`src/rtl/core/ffe_pkg.sv`:
```
// shared types, constants and codes for the frame feature extractor
package ffe_pkg;

   localparam int SAMPLE_W   = 24;
   localparam int VALUE_W    = 48;
   localparam int KIND_W     = 3;
   localparam int MODE_W     = 2;
   localparam int THR_W      = 24;
   localparam int DIST_W     = 16;
   localparam int COUNT_W    = 17;
   localparam int POS_W      = 16;
   localparam int ACC_W      = 64;
   localparam int PROD_W     = 2 * SAMPLE_W;
   localparam int REM_W      = COUNT_W;
   localparam int DIV_CNT_W  = 6;
   localparam int CSR_IDX_W  = 2;
   localparam int CSR_DATA_W = 24;

   localparam logic [COUNT_W-1:0] MAX_FRAME = COUNT_W'(65536);

   localparam logic [MODE_W-1:0] MODE_MEAN   = 2'd0;
   localparam logic [MODE_W-1:0] MODE_ENERGY = 2'd1;
   localparam logic [MODE_W-1:0] MODE_PEAK   = 2'd2;
   localparam logic [MODE_W-1:0] MODE_PASS   = 2'd3;

   localparam logic [KIND_W-1:0] KIND_SAMPLE = 3'd0;
   localparam logic [KIND_W-1:0] KIND_MEAN   = 3'd1;
   localparam logic [KIND_W-1:0] KIND_ENERGY = 3'd2;
   localparam logic [KIND_W-1:0] KIND_PEAK   = 3'd3;
   localparam logic [KIND_W-1:0] KIND_END    = 3'd4;

   localparam logic [CSR_IDX_W-1:0] CSR_MODE      = 2'd0;
   localparam logic [CSR_IDX_W-1:0] CSR_THRESHOLD = 2'd1;
   localparam logic [CSR_IDX_W-1:0] CSR_MIN_DIST  = 2'd2;

   typedef enum logic [2:0] {
      ST_IDLE,
      ST_EXEC,
      ST_ACC,
      ST_EMIT,
      ST_DIV,
      ST_FINAL
   } state_type;

   typedef struct packed {
      logic load_req;
      logic exec;
      logic acc;
      logic div_start;
      logic div_step;
      logic emit_primary;
      logic emit_final;
      logic clear_frame;
   } cmd_type;

   typedef struct packed {
      logic [MODE_W-1:0] mode;
      logic              last;
      logic              peak_hit;
      logic              out_free;
      logic              div_last;
   } status_type;

endpackage

```
`src/rtl/core/ffe_ctrl.sv`:
```
// controller state machine: sequences request intake, update, square accumulate, output, divide and final result
module ffe_ctrl (
   input  logic               clock,
   input  logic               reset,
   input  logic               req_tvalid,
   output logic               req_tready,
   input  ffe_pkg::status_type status,
   output ffe_pkg::cmd_type    cmd
);

   ffe_pkg::state_type state_ff;
   ffe_pkg::state_type state_in;
   logic               primary_ok;

   always_ff @(posedge clock) begin
      if (reset) begin
         state_ff <= ffe_pkg::ST_IDLE;
      end else begin
         state_ff <= state_in;
      end
   end

   assign primary_ok = (status.mode == ffe_pkg::MODE_PASS) ||
                       ((status.mode == ffe_pkg::MODE_PEAK) && status.peak_hit);

   always_comb begin
      state_in   = state_ff;
      cmd        = '0;
      req_tready = 1'b0;
      case (state_ff)
         ffe_pkg::ST_IDLE: begin
            req_tready = 1'b1;
            if (req_tvalid) begin
               cmd.load_req = 1'b1;
               state_in     = ffe_pkg::ST_EXEC;
            end
         end
         ffe_pkg::ST_EXEC: begin
            cmd.exec = 1'b1;
            state_in = ffe_pkg::ST_ACC;
         end
         ffe_pkg::ST_ACC: begin
            cmd.acc  = 1'b1;
            state_in = ffe_pkg::ST_EMIT;
         end
         ffe_pkg::ST_EMIT: begin
            if (!primary_ok || status.out_free) begin
               cmd.emit_primary = primary_ok;
               if (!status.last) begin
                  state_in = ffe_pkg::ST_IDLE;
               end else begin
                  case (status.mode)
                     ffe_pkg::MODE_MEAN, ffe_pkg::MODE_ENERGY: begin
                        cmd.div_start = 1'b1;
                        state_in      = ffe_pkg::ST_DIV;
                     end
                     ffe_pkg::MODE_PEAK: begin
                        state_in = ffe_pkg::ST_FINAL;
                     end
                     default: begin
                        cmd.clear_frame = 1'b1;
                        state_in        = ffe_pkg::ST_IDLE;
                     end
                  endcase
               end
            end
         end
         ffe_pkg::ST_DIV: begin
            cmd.div_step = 1'b1;
            if (status.div_last) begin
               state_in = ffe_pkg::ST_FINAL;
            end
         end
         ffe_pkg::ST_FINAL: begin
            if (status.out_free) begin
               cmd.emit_final  = 1'b1;
               cmd.clear_frame = 1'b1;
               state_in        = ffe_pkg::ST_IDLE;
            end
         end
         default: begin
            state_in = ffe_pkg::ST_IDLE;
         end
      endcase
   end

endmodule

```
`src/rtl/core/ffe_dp.sv`:
```
// datapath: config registers, frame state, squarer, serial divider, output register
module ffe_dp (
   input  logic                                    clock,
   input  logic                                    reset,
   input  logic                                    csr_we,
   input  logic [ffe_pkg::CSR_IDX_W-1:0]           csr_index,
   input  logic [ffe_pkg::CSR_DATA_W-1:0]          csr_wdata,
   input  logic signed [ffe_pkg::SAMPLE_W-1:0]     req_sample,
   input  logic                                    req_last,
   input  ffe_pkg::cmd_type                        cmd,
   output ffe_pkg::status_type                     status,
   output logic                                    rsp_tvalid,
   input  logic                                    rsp_tready,
   output logic [ffe_pkg::VALUE_W-1:0]             rsp_value,
   output logic [ffe_pkg::KIND_W-1:0]              rsp_kind,
   output logic                                    rsp_done
);

   localparam int EXT_W = ffe_pkg::VALUE_W - ffe_pkg::SAMPLE_W;

   // configuration
   logic [ffe_pkg::MODE_W-1:0]         mode_ff;
   logic signed [ffe_pkg::THR_W-1:0]   thr_ff;
   logic [ffe_pkg::DIST_W-1:0]         min_dist_ff;

   // current request
   logic signed [ffe_pkg::SAMPLE_W-1:0] s_ff;
   logic                                last_ff;

   // frame state
   logic signed [ffe_pkg::SAMPLE_W-1:0] prev_ff;
   logic signed [ffe_pkg::SAMPLE_W-1:0] prev2_ff;
   logic [ffe_pkg::COUNT_W-1:0]         count_ff;
   logic [ffe_pkg::ACC_W-1:0]           acc_ff;
   logic [ffe_pkg::POS_W-1:0]           last_peak_ff;
   logic                                peak_seen_ff;

   logic signed [ffe_pkg::PROD_W-1:0]   prod_ff;
   logic                                taken_ff;
   logic                                peak_hit_ff;
   logic [ffe_pkg::POS_W-1:0]           peak_pos_ff;

   // divider
   logic [ffe_pkg::ACC_W-1:0]           quo_ff;
   logic [ffe_pkg::REM_W-1:0]           rem_ff;
   logic [ffe_pkg::COUNT_W-1:0]         divisor_ff;
   logic [ffe_pkg::DIV_CNT_W-1:0]       div_cnt_ff;
   logic                                neg_ff;

   // output register
   logic                                rsp_valid_ff;
   logic [ffe_pkg::VALUE_W-1:0]         rsp_value_ff;
   logic [ffe_pkg::KIND_W-1:0]          rsp_kind_ff;
   logic                                rsp_done_ff;

   logic                                taken;
   logic [ffe_pkg::POS_W-1:0]           pos;
   logic [ffe_pkg::POS_W-1:0]           gap;
   logic                                is_peak;
   logic [ffe_pkg::REM_W:0]             trial;
   logic                                trial_ge;
   logic [ffe_pkg::ACC_W-1:0]           acc_neg;
   logic                                acc_is_neg;
   logic [ffe_pkg::ACC_W-1:0]           quo_neg;
   logic                                out_free;

   assign taken      = count_ff < ffe_pkg::MAX_FRAME;
   assign pos        = ffe_pkg::POS_W'(count_ff - ffe_pkg::COUNT_W'(1));
   assign gap        = pos - last_peak_ff;
   assign is_peak    = (count_ff >= ffe_pkg::COUNT_W'(2)) &&
                       (prev_ff > prev2_ff) && (prev_ff > s_ff) && (prev_ff > thr_ff) &&
                       (!peak_seen_ff || (gap >= min_dist_ff));
   assign trial      = {rem_ff, quo_ff[ffe_pkg::ACC_W-1]};
   assign trial_ge   = trial >= {1'b0, divisor_ff};
   assign acc_neg    = ~acc_ff + ffe_pkg::ACC_W'(1);
   assign acc_is_neg = (mode_ff == ffe_pkg::MODE_MEAN) && acc_ff[ffe_pkg::ACC_W-1];
   assign quo_neg    = ~quo_ff + ffe_pkg::ACC_W'(1);
   assign out_free   = !rsp_valid_ff || rsp_tready;

   always_ff @(posedge clock) begin
      if (reset) begin
         mode_ff     <= ffe_pkg::MODE_PASS;
         thr_ff      <= '0;
         min_dist_ff <= '0;
      end else if (csr_we) begin
         case (csr_index)
            ffe_pkg::CSR_MODE:      mode_ff     <= csr_wdata[ffe_pkg::MODE_W-1:0];
            ffe_pkg::CSR_THRESHOLD: thr_ff      <= csr_wdata[ffe_pkg::THR_W-1:0];
            ffe_pkg::CSR_MIN_DIST:  min_dist_ff <= csr_wdata[ffe_pkg::DIST_W-1:0];
            default: ;
         endcase
      end
   end

   always_ff @(posedge clock) begin
      if (cmd.load_req) begin
         s_ff    <= req_sample;
         last_ff <= req_last;
      end
      if (cmd.exec) begin
         prod_ff     <= s_ff * s_ff;
         taken_ff    <= taken;
         peak_hit_ff <= taken && (mode_ff == ffe_pkg::MODE_PEAK) && is_peak;
         peak_pos_ff <= pos;
      end
   end

   always_ff @(posedge clock) begin
      if (reset || cmd.clear_frame) begin
         prev_ff      <= '0;
         prev2_ff     <= '0;
         count_ff     <= '0;
         acc_ff       <= '0;
         last_peak_ff <= '0;
         peak_seen_ff <= 1'b0;
      end else if (cmd.exec) begin
         if (taken) begin
            if (mode_ff == ffe_pkg::MODE_MEAN) begin
               acc_ff <= acc_ff + ffe_pkg::ACC_W'(s_ff);
            end
            if ((mode_ff == ffe_pkg::MODE_PEAK) && is_peak) begin
               last_peak_ff <= pos;
               peak_seen_ff <= 1'b1;
            end
            prev2_ff <= prev_ff;
            prev_ff  <= s_ff;
            count_ff <= count_ff + ffe_pkg::COUNT_W'(1);
         end
      end else if (cmd.acc) begin
         // square arrives in the cycle after the sample
         if (taken_ff && (mode_ff == ffe_pkg::MODE_ENERGY)) begin
            acc_ff <= acc_ff + ffe_pkg::ACC_W'(unsigned'(prod_ff));
         end
      end
   end

   // restoring divide, one quotient bit per cycle
   always_ff @(posedge clock) begin
      if (cmd.div_start) begin
         quo_ff     <= acc_is_neg ? acc_neg : acc_ff;
         neg_ff     <= acc_is_neg;
         rem_ff     <= '0;
         divisor_ff <= (count_ff == '0) ? ffe_pkg::COUNT_W'(1) : count_ff;
         div_cnt_ff <= '0;
      end else if (cmd.div_step) begin
         rem_ff     <= trial_ge ? ffe_pkg::REM_W'(trial - {1'b0, divisor_ff})
                                : trial[ffe_pkg::REM_W-1:0];
         quo_ff     <= {quo_ff[ffe_pkg::ACC_W-2:0], trial_ge};
         div_cnt_ff <= div_cnt_ff + ffe_pkg::DIV_CNT_W'(1);
      end
   end

   always_ff @(posedge clock) begin
      if (reset) begin
         rsp_valid_ff <= 1'b0;
      end else if (cmd.emit_primary || cmd.emit_final) begin
         rsp_valid_ff <= 1'b1;
      end else if (rsp_tready) begin
         rsp_valid_ff <= 1'b0;
      end
   end

   always_ff @(posedge clock) begin
      if (cmd.emit_primary) begin
         if (mode_ff == ffe_pkg::MODE_PASS) begin
            rsp_value_ff <= {{EXT_W{s_ff[ffe_pkg::SAMPLE_W-1]}}, s_ff};
            rsp_kind_ff  <= ffe_pkg::KIND_SAMPLE;
            rsp_done_ff  <= last_ff;
         end else begin
            rsp_value_ff <= ffe_pkg::VALUE_W'(peak_pos_ff);
            rsp_kind_ff  <= ffe_pkg::KIND_PEAK;
            rsp_done_ff  <= 1'b0;
         end
      end else if (cmd.emit_final) begin
         rsp_done_ff <= 1'b1;
         case (mode_ff)
            ffe_pkg::MODE_MEAN: begin
               rsp_value_ff <= neg_ff ? quo_neg[ffe_pkg::VALUE_W-1:0]
                                      : quo_ff[ffe_pkg::VALUE_W-1:0];
               rsp_kind_ff  <= ffe_pkg::KIND_MEAN;
            end
            ffe_pkg::MODE_ENERGY: begin
               rsp_value_ff <= quo_ff[ffe_pkg::VALUE_W-1:0];
               rsp_kind_ff  <= ffe_pkg::KIND_ENERGY;
            end
            default: begin
               rsp_value_ff <= '0;
               rsp_kind_ff  <= ffe_pkg::KIND_END;
            end
         endcase
      end
   end

   assign status.mode     = mode_ff;
   assign status.last     = last_ff;
   assign status.peak_hit = peak_hit_ff;
   assign status.out_free = out_free;
   assign status.div_last = &div_cnt_ff;

   assign rsp_tvalid = rsp_valid_ff;
   assign rsp_value  = rsp_value_ff;
   assign rsp_kind   = rsp_kind_ff;
   assign rsp_done   = rsp_done_ff;

endmodule

```
`src/rtl/core/frame_feature_extractor_core.sv`:
```
// frame feature extractor: mean, energy, peak positions or passthrough per frame
// a request is accepted only in idle, then steps through update, square accumulate and
// output; the result is registered at the output step. mean and energy frame ends add the
// bit-serial 64-bit divide before the end result, peak frame ends add a final state for
// the end marker. a new request is taken only once the last one is through, and results
// wait on rsp_tready; the divider and single-issue controller set this.
// reset: synchronous; mode passthrough, threshold 0, min distance 0, frame state clear
module frame_feature_extractor_core (
   input  logic                               clock,
   input  logic                               reset,
   input  logic                               req_tvalid,
   output logic                               req_tready,
   input  logic [ffe_pkg::SAMPLE_W-1:0]       req_tdata,   // [23:0] sample
   input  logic                               req_tlast,   // frame_last
   output logic                               rsp_tvalid,
   input  logic                               rsp_tready,
   output logic [ffe_pkg::VALUE_W-1:0]        rsp_tdata,   // [47:0] value
   output logic [ffe_pkg::KIND_W-1:0]         rsp_tuser,   // [2:0] kind
   output logic                               rsp_tlast,   // frame_done
   input  logic                               csr_we,
   input  logic [ffe_pkg::CSR_IDX_W-1:0]      csr_index,
   input  logic [ffe_pkg::CSR_DATA_W-1:0]     csr_wdata
);

   ffe_pkg::cmd_type    cmd;
   ffe_pkg::status_type status;

   ffe_ctrl u_ctrl (
      .clock      (clock),
      .reset      (reset),
      .req_tvalid (req_tvalid),
      .req_tready (req_tready),
      .status     (status),
      .cmd        (cmd)
   );

   ffe_dp u_dp (
      .clock      (clock),
      .reset      (reset),
      .csr_we     (csr_we),
      .csr_index  (csr_index),
      .csr_wdata  (csr_wdata),
      .req_sample (req_tdata),
      .req_last   (req_tlast),
      .cmd        (cmd),
      .status     (status),
      .rsp_tvalid (rsp_tvalid),
      .rsp_tready (rsp_tready),
      .rsp_value  (rsp_tdata),
      .rsp_kind   (rsp_tuser),
      .rsp_done   (rsp_tlast)
   );

endmodule

```
`config.mk`:
```
export PLATFORM = sky130hd
export DESIGN_NAME = frame_feature_extractor_core
export DESIGN_NICKNAME = d
export VERILOG_FILES = /design/src/rtl/core/ffe_pkg.sv /design/src/rtl/core/ffe_ctrl.sv /design/src/rtl/core/ffe_dp.sv /design/src/rtl/core/frame_feature_extractor_core.sv
export SDC_FILE = /design/constraint.sdc
export NUM_CORES = 2
export LEC_CHECK = 0
export ABC_AREA = 0
export BUFFER_PORTS_ARGS = -buffer_cell sky130_fd_sc_hd__buf_2
export CORE_UTILIZATION = 49
export DETAILED_ROUTE_END_ITERATION = 10
export GPL_ROUTABILITY_DRIVEN = 0
export MAX_ROUTING_LAYER = met4
export PLACE_DENSITY = 0.76
export SLEW_MARGIN = 20
export SYNTH_ARGS = -nofsm -noshare
export SYNTH_HDL_FRONTEND = slang
export SYNTH_SLANG_ARGS = --single-unit
export TNS_END_PERCENT = 10
```
`constraint.sdc`:
```
create_clock -name clock -period 10.9 [get_ports clock]
set_clock_uncertainty 0.1 [all_clocks]
set_input_delay 3.27 -clock clock [delete_from_list [all_inputs] [get_ports clock]]
set_output_delay 3.27 -clock clock [all_outputs]
set_load 0.005 [all_outputs]
```
==> flow_summary.toml <==
[yosys]
synth_top_area_cell = "fa_1"
synth_fa_ha_area_share_pct = 34.0
synth_xor_area_share_pct = 5.39
ys_seq_elements = 439
synth.area.top_cells = "fa_1, edfxtp_1, dfxtp_1, ha_1, inv_1"
synthMuxAreaShare_pct = 0.690
synthesis.nets = 6068
synth_compound_area_share_pct = 12.3
async_flop_share_pct = 0
synth_simple_gate_area_share_pct = 14.0
yosysSeqAreaShare_pct = 24.4
synth_cell_type_count = 80
yosys_warnings = 0
synth_top_family_by_area = "adder cells"
ys.flop_type = "edfxtp_1"
synth.cell_area_mm2 = 0.0452
synthCells = 5120
synth_edf_count = 224
synth_top_area_share_pct = 24.9
syn_area_per_cell_um2 = 8.82

[sta]
clock.fmax_mhz = 118
rsz0062_at_grt = "false"
worst_slew_pin_slew_ns = 1.03
final_max_slew_viol_count = 0
slew_headroom_pct = 31.1
fin_crit_sh_pct = 77.8
hold_violations = 0
tns_ns = 0
setup_ws_ns = 2.42
period_needed_ns = 8.48
finalSetupViolations = 0

[finish]
multi_input_area_mm2 = 0.0301
layout-drive-gt1-share_pct = 5.55
layout_commonest_cell = "inv_1"
nets = 6041
fin_area_mm2 = 0.0485
seqCellArea_mm2 = 0.0110
syn2layout_area_growth_pct = 7.44
mostFrequentLayoutCells = "inv_1, nand2_1, fa_1"
fill_cells = 7953

[placement]
place_hpwl_um = 91600
placedInstanceArea_mm2 = 0.0467
pre_cts_slack_ns = 2.54
io_buffers = 109

[drt]
drt_iter0_drc = 3217
drc = 0
vias = 35400
viasPerCell = 5.61
post_drt_wl_per_cell_um = 18.9
ant_nets = 0
wirelength_um = 119000
drtPass1Iterations = 6

[global_routing]
met1_usage_pct = 34.3
first_global_vias = 35500
grt-busiest-layer = "met2"
track_usage_pct = 26.6
grt_overflow = 0
grt_max_degree = 109
grt_antenna_before_repair = 3
grt_pass1_wl_um = 191000
use_met2_pct = 41.5
use_met3_pct = 5.01

[cts]
clk_path_buf_depth = 3
ctsHoldBuffers = 0
root_buffer = "clkbuf_16"
cts_resized = 0
h-tree-depth = 2
path_clk_slew_ns = 0.06
cts_tree = "yes"
cts_setup_buffers = 0
cts_sinks = 439
insertion_delay_ns = 0.61
cts_buffers = 49

[critical_path]
end_kind = "flop"
cp-start-kind = "flop"
cp_max_fo = 21
critPathArrivalTime_ns = 8.73
worstPathRequired_ns = 11.15
critical_path_class = "reg2reg"

[run_status]
status = "finished clean"

[die]
dieHeight_um = 306
die-area_mm2 = 0.0934
start_util_pct = 49.8
num_io_pins = 110
num_rows = 110
die_w_um = 306
coreArea_mm2 = 0.0907

[job]
maxCapViolations = 0

[min_path]
hp-class = "reg2reg"
-- worst max-delay path: stages (launching register included) --
cell       delay, ns
edfxtp_1        0.32
buf_4           0.35
clkinv_1        0.67
nor2_1          0.40
inv_1           0.11
fa_1            0.53
inv_1           0.07
fa_1            0.56
fa_1            0.43
fa_1            0.51
fa_1            0.43
fa_1            0.50
inv_1           0.06
fa_1            0.48
inv_1           0.04
ha_1            0.40
a21oi_1         0.18
o21ai_0         0.15
a211oi_1        0.31
o211ai_1        0.15
o2111ai_1       0.26
o21ai_0         0.32
a31o_2          0.34
a21oi_1         0.23
o21ai_0         0.14
xor2_1          0.16
-- sequential cells by signal, indices dropped and copies added, names as in the netlist, 2 cells and up --
register / cells
u_dp.prev2_ff: 24
u_dp.prod_ff: 47
u_dp.s_ff: 24
u_dp.prev_ff: 24
u_dp.rsp_kind: 3
u_ctrl.state_ff: 3
u_dp.rsp_value: 48
u_dp.acc_ff: 64
u_dp.divisor_ff: 17
u_dp.last_peak_ff: 16
u_dp.mode_ff: 2
u_dp.div_cnt_ff: 6
u_dp.rem_ff: 17
u_dp.count_ff: 17
u_dp.thr_ff: 24
u_dp.min_dist_ff: 16
u_dp.peak_pos_ff: 16
u_dp.quo_ff: 64
-- through the flow --
| stage | utilization (%) | hold WS (ns) | instances |
|---|---|---|---|
| global route | 53.5 | 0.368 | 6312 |
| floorplan | - | 0.333 | 5120 |
| finish | 53.5 | 0.353 | 6312 |
| CTS | 53.5 | 0.355 | 6309 |
| detailed placement | 51.5 | 0.346 | 6218 |
| global placement | 51.5 | 0.341 | 6218 |
-- layer usage --
| metal | wire (um) | vias up |
|---|---|---|
| li1 | - | 16500 |
| met1 | 48600 | 17100 |
| met2 | 54300 | 1492 |
| met3 | 11400 | 326 |
| met4 | 4800 | 0 |
| met5 | 0 | - |
-- logic make-up (layout without fill, tap and decap cells) --
kind of cell,after synthesis,in the layout
AO/OA/AOI/OAI,943,943
flip-flops,439,439
multiplexers,31,31
adder cells (fa/ha/maj),892,892
AND/OR/NAND/NOR,1440,1440
other,0,3
XOR/XNOR,278,278
buffers and inverters,1097,1110
-- path summary, 6_finish.rpt --
| check | cells after the start | startpoint | slack [ns] | end |
|---|---|---|---|---|
| setup / recovery | 25 | u_dp.s_ff[20] | 2.42 | u_dp.prod_ff[45] |
| hold / removal | 2 | u_dp.min_dist_ff[9] | 0.35 | u_dp.min_dist_ff[9] |
| setup reg to reg | 25 | u_dp.s_ff[20] | 2.42 | u_dp.prod_ff[45] |
| hold reg to reg | 2 | u_dp.min_dist_ff[9] | 0.35 | u_dp.min_dist_ff[9] |
-- cell type report --
| type | count | area share (%) |
|---|---|---|
| multi-input combinational | 3584 | 62.0 |
| sequential | 439 | 22.7 |
| inverter | 863 | 6.67 |
| tap | 1176 | 3.03 |
| clock buffer | 55 | 2.57 |
| timing repair buffer | 156 | 1.85 |
| clock inverter | 36 | 1.14 |
| antenna | 3 | 0.0155 |
-- synth_stat cells, drive strengths merged, types with 58 or more instances --
cell and n:
fa 562, edfxtp 224, clkbuf 215, o21ai 204, xnor2 167, a21oi 412
nor2 381, nand4 58, xor2 111, a21o 95, ha 330, inv 855
dfxtp 215, nand2 706
Power is left out: the tool's default activity adds up to more than one toggle a clock period on the data nets, which glitch-free logic cannot reach.
